[config.mk]
export PLATFORM = sky130hd
export DESIGN_NAME = clock_page_replacement_core
export DESIGN_NICKNAME = d
export VERILOG_FILES = /design/src/rtl/cpr_pkg.sv /design/src/rtl/cpr_page_ram.sv /design/src/rtl/cpr_ctrl.sv /design/src/rtl/clock_page_replacement_core.sv
export SDC_FILE = /design/constraint.sdc
export NUM_CORES = 2
export LEC_CHECK = 0
export BUFFER_PORTS_ARGS = -buffer_cell sky130_fd_sc_hd__buf_2
export CAP_MARGIN = 20
export CORE_ASPECT_RATIO = 2
export CORE_MARGIN = 2
export CORE_UTILIZATION = 50
export DETAILED_ROUTE_END_ITERATION = 6
export PLACE_DENSITY_LB_ADDON = 0.25
export SLEW_MARGIN = 40
export SYNTH_ARGS = -nofsm -noshare
export SYNTH_HDL_FRONTEND = slang
export SYNTH_SLANG_ARGS = --single-unit
[constraint.sdc]
create_clock -name clk_i -period 4.2 [get_ports clk_i]
set_input_delay 0.63 -clock clk_i [delete_from_list [all_inputs] [get_ports clk_i]]
set_output_delay 0.63 -clock clk_i [all_outputs]
set_load 0.02 [all_outputs]
[src/rtl/cpr_pkg.sv]
package cpr_pkg;

  localparam int unsigned PAGE_W          = 16;
  localparam int unsigned SLOT_W          = 6;
  localparam int unsigned CFG_W           = 7;
  localparam int unsigned MAX_FRAMES_DEF  = 64;
  localparam int unsigned PAGE_BITS_DEF   = 16;
  localparam int unsigned FRAMES_RST      = 64;

  typedef enum logic [2:0] {
    ST_IDLE,
    ST_SCAN,
    ST_SWEEP,
    ST_EVICT,
    ST_FINISH
  } cpr_state_e;

  typedef struct packed {
    logic              fault;
    logic [SLOT_W-1:0] frame_slot;
    logic              evicted_valid;
    logic [PAGE_W-1:0] evicted_page;
  } cpr_result_t;

endpackage

[src/rtl/cpr_page_ram.sv]
module cpr_page_ram #(
  parameter int unsigned DEPTH = cpr_pkg::MAX_FRAMES_DEF,
  parameter int unsigned WIDTH = cpr_pkg::PAGE_BITS_DEF
) (
  input  logic                     clk_i,
  input  logic                     we_i,
  input  logic [$clog2(DEPTH)-1:0] waddr_i,
  input  logic [WIDTH-1:0]         wdata_i,
  input  logic [$clog2(DEPTH)-1:0] raddr_i,
  output logic [WIDTH-1:0]         rdata_o
);
  import cpr_pkg::*;

  logic [WIDTH-1:0] mem [DEPTH];
  logic [WIDTH-1:0] rdata_q;

  always_ff @(posedge clk_i) begin
    if (we_i) begin
      mem[waddr_i] <= wdata_i;
    end
  end

  always_ff @(posedge clk_i) begin
    rdata_q <= mem[raddr_i];
  end

  assign rdata_o = rdata_q;

endmodule

[src/rtl/cpr_ctrl.sv]
module cpr_ctrl #(
  parameter int unsigned MAX_FRAMES = cpr_pkg::MAX_FRAMES_DEF,
  parameter int unsigned PAGE_BITS  = cpr_pkg::PAGE_BITS_DEF
) (
  input  logic                              clk_i,
  input  logic                              rst_ni,
  input  logic                              clear_i,
  input  logic [$clog2(MAX_FRAMES+1)-1:0]   n_frames_i,
  input  logic                              in_valid_i,
  output logic                              in_ready_o,
  input  logic [cpr_pkg::PAGE_W-1:0]        page_number_i,
  input  logic                              out_free_i,
  output logic                              res_valid_o,
  output cpr_pkg::cpr_result_t              res_o
);
  import cpr_pkg::*;

  localparam int unsigned IDX_W = $clog2(MAX_FRAMES);
  localparam int unsigned CNT_W = $clog2(MAX_FRAMES + 1);

  function automatic logic [IDX_W-1:0] next_frame(input logic [IDX_W-1:0] p,
                                                  input logic [CNT_W-1:0] n);
    logic [CNT_W-1:0] inc;
    inc = CNT_W'(p) + CNT_W'(1);
    return (inc >= n) ? '0 : inc[IDX_W-1:0];
  endfunction

  cpr_state_e            state_q, state_d;
  logic [PAGE_BITS-1:0]  page_q, page_d;
  logic [IDX_W-1:0]      hand_q, hand_d;
  logic [CNT_W-1:0]      idx_q, idx_d;
  logic                  cmp_vld_q, cmp_vld_d;
  logic [IDX_W-1:0]      cmp_idx_q, cmp_idx_d;
  logic                  cmp_last_q, cmp_last_d;
  logic [IDX_W-1:0]      pos_q, pos_d;
  logic [CNT_W-1:0]      cnt_q, cnt_d;
  logic [IDX_W-1:0]      slot_q, slot_d;
  logic                  fault_q, fault_d;
  logic [MAX_FRAMES-1:0] valid_q, valid_d;
  logic [MAX_FRAMES-1:0] use_q, use_d;

  logic                  mem_we;
  logic [IDX_W-1:0]      mem_raddr;
  logic [PAGE_BITS-1:0]  mem_rdata;
  logic                  cmp_hit;

  cpr_page_ram #(
    .DEPTH (MAX_FRAMES),
    .WIDTH (PAGE_BITS)
  ) u_page_ram (
    .clk_i   (clk_i),
    .we_i    (mem_we),
    .waddr_i (slot_q),
    .wdata_i (page_q),
    .raddr_i (mem_raddr),
    .rdata_o (mem_rdata)
  );

  assign mem_raddr = (state_q == ST_SCAN) ? idx_q[IDX_W-1:0] : slot_q;
  assign cmp_hit   = cmp_vld_q && valid_q[cmp_idx_q] && (mem_rdata == page_q);

  always_ff @(posedge clk_i or negedge rst_ni) begin
    if (!rst_ni) begin
      state_q   <= ST_IDLE;
      hand_q    <= '0;
      cmp_vld_q <= 1'b0;
      valid_q   <= '0;
      use_q     <= '1;
    end else begin
      state_q   <= state_d;
      hand_q    <= hand_d;
      cmp_vld_q <= cmp_vld_d;
      valid_q   <= valid_d;
      use_q     <= use_d;
    end
  end

  always_ff @(posedge clk_i) begin
    page_q     <= page_d;
    idx_q      <= idx_d;
    cmp_idx_q  <= cmp_idx_d;
    cmp_last_q <= cmp_last_d;
    pos_q      <= pos_d;
    cnt_q      <= cnt_d;
    slot_q     <= slot_d;
    fault_q    <= fault_d;
  end

  always_comb begin
    state_d     = state_q;
    page_d      = page_q;
    hand_d      = hand_q;
    idx_d       = idx_q;
    cmp_vld_d   = 1'b0;
    cmp_idx_d   = cmp_idx_q;
    cmp_last_d  = cmp_last_q;
    pos_d       = pos_q;
    cnt_d       = cnt_q;
    slot_d      = slot_q;
    fault_d     = fault_q;
    valid_d     = valid_q;
    use_d       = use_q;
    mem_we      = 1'b0;
    in_ready_o  = 1'b0;
    res_valid_o = 1'b0;
    res_o       = '0;

    unique case (state_q)
      ST_IDLE: begin
        in_ready_o = 1'b1;
        if (in_valid_i) begin
          page_d  = PAGE_BITS'(page_number_i);
          hand_d  = (CNT_W'(hand_q) >= n_frames_i) ? '0 : hand_q;
          idx_d   = '0;
          state_d = ST_SCAN;
        end
      end
      ST_SCAN: begin
        // issue one table read per cycle, compare the previous one
        idx_d      = idx_q + CNT_W'(1);
        cmp_vld_d  = 1'b1;
        cmp_idx_d  = idx_q[IDX_W-1:0];
        cmp_last_d = ((idx_q + CNT_W'(1)) == n_frames_i);
        if (cmp_hit) begin
          cmp_vld_d = 1'b0;
          fault_d   = 1'b0;
          slot_d    = cmp_idx_q;
          state_d   = ST_FINISH;
        end else if (cmp_vld_q && cmp_last_q) begin
          cmp_vld_d = 1'b0;
          pos_d     = hand_q;
          cnt_d     = '0;
          state_d   = ST_SWEEP;
        end
      end
      ST_SWEEP: begin
        fault_d = 1'b1;
        if (!use_q[pos_q]) begin
          slot_d  = pos_q;
          state_d = ST_EVICT;
        end else begin
          use_d[pos_q] = 1'b0;
          if (cnt_q == n_frames_i - CNT_W'(1)) begin
            // full turn without a clear bit: take the starting frame
            slot_d  = hand_q;
            state_d = ST_EVICT;
          end else begin
            pos_d = next_frame(pos_q, n_frames_i);
            cnt_d = cnt_q + CNT_W'(1);
          end
        end
      end
      ST_EVICT: begin
        state_d = ST_FINISH;
      end
      ST_FINISH: begin
        if (out_free_i) begin
          res_valid_o      = 1'b1;
          res_o.fault      = fault_q;
          res_o.frame_slot = SLOT_W'(slot_q);
          use_d[slot_q]    = 1'b1;
          if (fault_q) begin
            res_o.evicted_valid = valid_q[slot_q];
            res_o.evicted_page  = valid_q[slot_q] ? PAGE_W'(mem_rdata) : '0;
            mem_we              = 1'b1;
            valid_d[slot_q]     = 1'b1;
            hand_d              = next_frame(slot_q, n_frames_i);
          end
          state_d = ST_IDLE;
        end
      end
      default: begin
        state_d = ST_IDLE;
      end
    endcase

    if (clear_i) begin
      valid_d = '0;
      use_d   = '1;
      hand_d  = '0;
    end
  end

endmodule

[src/rtl/clock_page_replacement_core.sv]
// Clock (second-chance) page replacement engine.
// Input channel (in_valid_i / in_ready_o) carries one page number per beat.
// Output channel (out_valid_o / out_ready_i) returns one beat per request:
// fault flag, frame slot holding the page, and the evicted page if any.
// Configuration channel (cfg_valid_i / cfg_ready_o) writes frames_in_use;
// it is always ready, and every write empties the table and parks the hand
// at frame 0. Values of 0 act as 1, values above MAX_FRAMES as MAX_FRAMES.
// One request is handled at a time: the lookup reads the page table one
// frame per cycle and ends early on a hit; a miss then sweeps the use bits
// one frame per cycle, over up to n active frames, and then goes through the
// eviction read and the load. The next request is taken in the cycle after
// a result is produced.
// A finished result sits in the output register; the next request is taken
// meanwhile, and its own result waits until the receiver drains the first.
// Reset empties the table, sets all use bits, parks the hand at frame 0 and
// sets the frame count to 64 (bounded by MAX_FRAMES). Page contents have no
// reset; they are only read for frames marked valid.
module clock_page_replacement_core #(
  parameter int unsigned MAX_FRAMES = cpr_pkg::MAX_FRAMES_DEF,
  parameter int unsigned PAGE_BITS  = cpr_pkg::PAGE_BITS_DEF
) (
  input  logic                       clk_i,
  input  logic                       rst_ni,
  input  logic                       cfg_valid_i,
  output logic                       cfg_ready_o,
  input  logic [cpr_pkg::CFG_W-1:0]  frames_in_use_i,
  input  logic                       in_valid_i,
  output logic                       in_ready_o,
  input  logic [cpr_pkg::PAGE_W-1:0] page_number_i,
  output logic                       out_valid_o,
  input  logic                       out_ready_i,
  output logic                       fault_o,
  output logic [cpr_pkg::SLOT_W-1:0] frame_slot_o,
  output logic                       evicted_valid_o,
  output logic [cpr_pkg::PAGE_W-1:0] evicted_page_o
);
  import cpr_pkg::*;

  localparam int unsigned CNT_W   = $clog2(MAX_FRAMES + 1);
  localparam int unsigned N_RESET = (FRAMES_RST > MAX_FRAMES) ? MAX_FRAMES : FRAMES_RST;

  logic [CNT_W-1:0] n_q, n_d;
  logic             cfg_we;
  logic             out_valid_q, out_valid_d;
  cpr_result_t      res_q;
  cpr_result_t      res;
  logic             res_valid;
  logic             out_free;

  assign cfg_ready_o = 1'b1;
  assign cfg_we      = cfg_valid_i && cfg_ready_o;
  assign out_free    = !out_valid_q || out_ready_i;

  always_comb begin
    n_d = n_q;
    if (cfg_we) begin
      if (frames_in_use_i == '0) begin
        n_d = CNT_W'(1);
      end else if (32'(frames_in_use_i) > MAX_FRAMES) begin
        n_d = CNT_W'(MAX_FRAMES);
      end else begin
        n_d = CNT_W'(frames_in_use_i);
      end
    end
  end

  always_ff @(posedge clk_i or negedge rst_ni) begin
    if (!rst_ni) begin
      n_q <= CNT_W'(N_RESET);
    end else begin
      n_q <= n_d;
    end
  end

  cpr_ctrl #(
    .MAX_FRAMES (MAX_FRAMES),
    .PAGE_BITS  (PAGE_BITS)
  ) u_ctrl (
    .clk_i         (clk_i),
    .rst_ni        (rst_ni),
    .clear_i       (cfg_we),
    .n_frames_i    (n_q),
    .in_valid_i    (in_valid_i),
    .in_ready_o    (in_ready_o),
    .page_number_i (page_number_i),
    .out_free_i    (out_free),
    .res_valid_o   (res_valid),
    .res_o         (res)
  );

  // output register
  always_comb begin
    out_valid_d = out_valid_q;
    if (res_valid) begin
      out_valid_d = 1'b1;
    end else if (out_ready_i) begin
      out_valid_d = 1'b0;
    end
  end

  always_ff @(posedge clk_i or negedge rst_ni) begin
    if (!rst_ni) begin
      out_valid_q <= 1'b0;
    end else begin
      out_valid_q <= out_valid_d;
    end
  end

  always_ff @(posedge clk_i) begin
    if (res_valid) begin
      res_q <= res;
    end
  end

  assign out_valid_o     = out_valid_q;
  assign fault_o         = res_q.fault;
  assign frame_slot_o    = res_q.frame_slot;
  assign evicted_valid_o = res_q.evicted_valid;
  assign evicted_page_o  = res_q.evicted_page;

  a_res_fits: assert property (@(posedge clk_i) disable iff (!rst_ni)
    res_valid |-> out_free)
    else $error("result produced while output register is occupied");

  a_busy_after_accept: assert property (@(posedge clk_i) disable iff (!rst_ni)
    (in_valid_i && in_ready_o) |=> !in_ready_o)
    else $error("request taken while the previous one is in progress");

  a_hit_no_evict: assert property (@(posedge clk_i) disable iff (!rst_ni)
    (res_valid && !res.fault) |-> (!res.evicted_valid && (res.evicted_page == '0)))
    else $error("hit reported with an eviction");

  a_n_range: assert property (@(posedge clk_i) disable iff (!rst_ni)
    (n_q != '0) && (32'(n_q) <= MAX_FRAMES))
    else $error("active frame count out of range");

endmodule
After elaboration in Yosys (flattened, before gate mapping) --
Memory sizes are Yosys's and may differ from the RTL's. A register that Yosys moved wholly into a read port is not among the register bits. Cells that the tools add are included.
Storage, ports and cells: bits in registers 220, RAM bits 1024, input port bits 28, output and inout port bits 27, memories 1
Memory list:
- u_ctrl.u_page_ram.mem | words 64, bits a word 16, read ports 1, clocked after memory_dff 1, write ports 1, line cpr_page_ram.sv:14 | logic [WIDTH-1:0] mem [DEPTH];
Operators by class: $add $sub $neg 5, $lt $le $gt $ge 9, equal/unequal tests 21, multiplexer cells 67, bitwise operators 4, reductions and logical operators 29
Operator list (number):
- 64-bit two-way mux | 7
- 64-bit OR | 2
- 64-bit case mux with 2 select lines | 1
- 6-bit two-way mux | 15
- 64-bit AND | 1
- 64-bit NOT | 1
- 7-bit two-way mux | 7
- 6-bit case mux with 2 select lines | 3
- 7-bit case mux with 2 select lines | 2
- 6-bit by 7-bit less-than comparator with 1-bit output (second input constant) | 3
- 1-bit two-way mux | 19
- 1-bit binary-select mux with 6-bit select | 3
- 3-bit two-way mux | 6
- 16-bit == test | 1
- 3-bit case mux with 5 select lines | 1
- 6-bit by 1-bit adder with 7-bit output (second input constant) | 2
- 7-bit by 1-bit adder with 7-bit output (second input constant) | 2
- 7-bit == test | 2
- 7-bit greater-or-equal comparator | 2
- 1-bit demux with 6-bit select | 2
- 6-bit by 1-bit greater-or-equal comparator with 1-bit output (second input constant) | 2
- 3-bit by 2-bit inequality test with 1-bit output (second input constant) | 4
- 3-bit AND reduction | 4
- 2-bit nonzero test | 6
- 19 further kinds | 37

Logic depth before layout (Yosys ltp) --
word-level depth 9, depth in mapped cells 13, depth with buffers taken out 10

Cells and area by module --
From an unflattened synthesis, not the netlist that was laid out.
Second synthesis, totals: cell total of the unflattened synthesis 3104, area total of the unflattened synthesis 52337.7 um^2
By module, submodules not included:
- cpr_page_ram | times used 1, cells an instance 1829, area an instance 40042.2 um^2
- cpr_ctrl | times used 1, cells an instance 1217, area an instance 11208.2 um^2
- clock_page_replacement_core | times used 1, cells an instance 58, area an instance 1087.3 um^2

Worst setup path before layout --
OpenSTA, ideal clock, no wires.
path type register to register, start reg u_ctrl.cmp_idx_q[0], end reg u_ctrl.cnt_q[0], enable pin, library setup time 401 ps, data arrival time 3220 ps, setup slack 579 ps, cell stages (with the launch flop) 9, buffers on the path 2, clock period less this slack 3621 ps, cells stage by stage edfxtp_1 buf_2 buf_4 mux4_2 mux4_2 a211oi_1 a2111oi_0 nand2b_1 o21ai_0
Between the ends: word-level cells in the longest chain between the ends 6
Ends and longest elaborated chain:
- from (decl) | line cpr_ctrl.sv:33 | logic [IDX_W-1:0] cmp_idx_q, cmp_idx_d;
- from (signal assigned) | line cpr_ctrl.sv:81 | cmp_idx_q <= cmp_idx_d;
- 1-bit binary-select mux with 6-bit select | line cpr_ctrl.sv:60 | assign cmp_hit = cmp_vld_q && valid_q[cmp_idx_q] && (mem_rdata == page_q);
- 1-bit two-way mux (implied by the code) | line cpr_ctrl.sv:60
- 1-bit logical AND (2 in a row) | line cpr_ctrl.sv:60
- 2-bit inequality test (no line)
- 5-bit AND reduction (no line)
- to (signal assigned) | line cpr_ctrl.sv:84 | cnt_q <= cnt_d;
- to (decl) | line cpr_ctrl.sv:36 | logic [CNT_W-1:0] cnt_q, cnt_d;
No other way between the ends. The select of a mux whose other input is x is not followed. A chain may end at the register's enable or synchronous reset.

Worst setup path after layout --
start reg u_ctrl.state_q[2], end reg u_ctrl.u_page_ram.rdata_q[7], in the netlist u_ctrl.u_page_ram.rdata_o[7] (read register of u_ctrl.u_page_ram.mem)
Between the ends: word-level cells in the longest chain between the ends 2
Ends and longest elaborated chain:
- from (decl) | line cpr_ctrl.sv:28 | cpr_state_e state_q, state_d;
- from (signal assigned) | line cpr_ctrl.sv:70 | state_q <= state_d;
- 3-bit by 1-bit == test with 1-bit output | line cpr_ctrl.sv:59 | assign mem_raddr = (state_q == ST_SCAN) ? idx_q[IDX_W-1:0] : slot_q;
- 6-bit two-way mux | line cpr_ctrl.sv:59
- to (decl) | line cpr_page_ram.sv:15 | logic [WIDTH-1:0] rdata_q;
No other way between the ends.

==> out/results.tsv <==
metric	value	unit
outcome	completed	
post-synthesis sequential area ratio	0.7189	
Max Clk Rate	245.7	MHz
pwr dens	638.4	nW/um^2
routed wire length per instance	31.00	um
post-route clock period utilization	0.9689	
TritonCTS buffer count	104	
Placer Congestion	0.9486	
H-tree Lvls	3	
Core Box Area	102200	sq um
Clock Tree Root	clkbuf_16	
Top-Level Pins	55	
initial antenna violation count	14	
DRC violations left	0	
minimum clock period	4.069	ns
Area Overhead vs Synth	13.29	%
Synth top cells by count	edfxtp_1, nor2_1, mux4_2	
max_cap viols	0	
Critical Path Source Type	flop	
post-route cell area	58350	sq um
# clock sinks	1260	
DIE AREA	105800	sq um
Worst EP required	4.80	ns
RSZ-0062 raised after global routing	false	
met1 global-route usage	0.3126	
YS warnings	0	
EDFF count, synth	1098	
Rows	166	
Die Span Y	457.9	um
most common flop cell mapped by yosys	edfxtp_1	
static leakage	19.94	nW
global route overflow	0	
final cell count without fillers	4624	
DR vias/cell	6.251	
Multi-input gate area	13770	sq um
Slew HR	0.3929	
Mean Syn Cell Area	17.42	sq um
Seq cells post-synth	1260	
Placed Cells	4416	
via count	28906	
crit path capture type	flop	
Max Root-Sink Buffers	3	
post-synth top area cell	edfxtp_1	
Sum Neg Setup Slack	0	ns
setup bufs post-CTS	0	
Cell Area, Placed	54870	sq um
grt met2 use	0.4790	
pin count of the biggest net entering global routing	125	
cell with the most instances after synthesis	edfxtp_1	
Hold Path Class	primary input to asynchronous set/reset pin	
final net count	3231	
Gate Count Post-Synth	2957	
Max VDD drop	0.4114	mV
critical path fanouts, max	65	
Hold Vio Cnt, Final	0	
fin. max-slew vios	0	
drt initial violations	2943	
count of input and output buffers	53	
fillers	7707	
most used routing layer in global routing	met2	
Synth cell types	68	
CTS tree	yes	
DR pass1 iterations	7	
end-of-flow core utilization	0.5710	
Starting Density	0.5040	
hold_buf cts	0	
share of cells above drive strength 1	0.2574	
worst reg2reg path depth	10	
Final setup viols	0	
Synth Cell Area	51510	sq um
critical path class	flop to flop	
Arr. time, crit path	4.67	ns
met3 usage	0.04096	
Worst-Margin Slew	0.9107	ns
DP Wirelength	93870	um
vias in the first global route	29973	
Worst Clk Skew	0.03107	ns
syn nets	3010	
Routed WL	143400	um
Chip Width	231.0	um
synth top area cells	edfxtp_1, mux4_2, dfrtp_1	
Clock Latency Late Sink	0.73	ns
first-pass GRT wire length	206900	um
Async SR Flop Fraction	0.1159	
Yosys top cell area share	0.6402	
Total GRT Usage	0.2750	
DRT antenna net count	0	
CTS resizes	0	
Clk pin slew, worst setup/hold paths	0.07	ns
register area	37030	sq um
-- cell usage in the layout (no fill, tap or decap), types with 13 or more instances in the layout --
master,n
ha_1,25
buf_2,51
nand2_1,109
a22oi_1,17
and2_1,31
clkbuf_16,104
nor2_1,327
clkinv_2,18
o22ai_1,72
clkbuf_1,18
edfxtp_1,1098
o21ai_0,134
dfxtp_1,16
nand3_1,18
dfstp_2,65
buf_4,217
clkinv_1,19
inv_1,20
diode_2,13
mux2i_1,146
buf_12,19
or4_1,17
nand2b_1,14
mux4_2,283
dfrtp_1,81
a21oi_1,73
xnor2_1,21
nor2_2,19
xor2_1,29
-- per-stage QoR --
step	worst slack (ns)	hold WS, ns	total power, mW
after floorplan	0.5789	0.3344	22.57
after global placement	0.2179	0.4516	27.36
after detailed placement	0.1821	0.4622	27.57
after CTS	0.1424	0.02325	37.40
after global routing	0.02950	0.06213	38.39
final	0.1305	0.05589	37.25
-- worst max-delay path, cell delays in order (launching register included) --
cell and delay, ns:
dfrtp_1 0.46, nor2b_2 0.16, nand2b_1 0.13, buf_4 0.23, inv_2 0.11, mux2i_4 0.66
buf_12 0.40, mux4_2 0.37, mux2i_1 0.43, o22ai_1 0.34, or4_1 0.53
-- cells by family after synthesis --
group / count (synthesis) / synth area share
and+or+nand+nor: 603 / 0.05160
buffers and inverters: 198 / 0.01662
muxes: 435 / 0.1534
AOI/OAI and AO/OA: 385 / 0.04489
other: 1 / 0.00007281
DFF: 1260 / 0.7189
xor gates and xnor gates: 50 / 0.008502
adders and majority gates: 25 / 0.006073
-- path summary, 6_finish.rpt --
check                                          endpoint  slack [ns]              start
setup reg to reg           u_ctrl.u_page_ram.rdata_o[7]        0.13  u_ctrl.state_q[2]
hold reg to reg                        u_ctrl.use_q[31]        0.48   u_ctrl.use_q[31]
min in group clk_i                    u_ctrl.page_q[15]        0.08  page_number_i[15]
hold / removal                         u_ctrl.use_q[26]        0.06             rst_ni
setup / recovery           u_ctrl.u_page_ram.rdata_o[7]        0.13  u_ctrl.state_q[2]
max in group asynchronous              u_ctrl.use_q[32]        3.65             rst_ni
-- state kept, by name, summed over array words and instances (netlist names), 3 cells and up --
signal / count
u_ctrl.page_q: 16
u_ctrl.cmp_idx_q: 6
frame_slot_o: 6
u_ctrl.u_page_ram.mem: 1024
u_ctrl.u_page_ram.rdata_o: 16
u_ctrl.cnt_q: 7
n_q: 7
u_ctrl.pos_q: 6
u_ctrl.hand_q: 6
u_ctrl.slot_q: 6
evicted_page_o: 16
u_ctrl.valid_q: 64
u_ctrl.state_q: 3
u_ctrl.idx_q: 7
u_ctrl.use_q: 64
-- power breakdown --
group | total (mW) | internal, mW | leakage [nW] | switching [mW]
Clock | 9.94 | 5.38 | 1.67 | 4.56
Sequential | 15.2 | 14.5 | 11.8 | 0.688
Combinational | 12.1 | 5.32 | 6.44 | 6.77
-- metal layers --
layer	up-vias	wire (um)
met1	15012	48730
met4	14	10680
li1	12102	-
met3	408	9366
met2	1370	74490
met5	-	93
-- cell type report --
cell class | count | share of cell area
well taps | 1344 | 0.02882
clock buffers | 128 | 0.04717
flip-flops and latches | 1260 | 0.6346
clock inverters | 67 | 0.01179
repair buffers | 290 | 0.03967
diodes | 13 | 0.0005575
multi-input cells | 1499 | 0.2360
inverters | 23 | 0.001480
(Power assumes the default switching activity.)
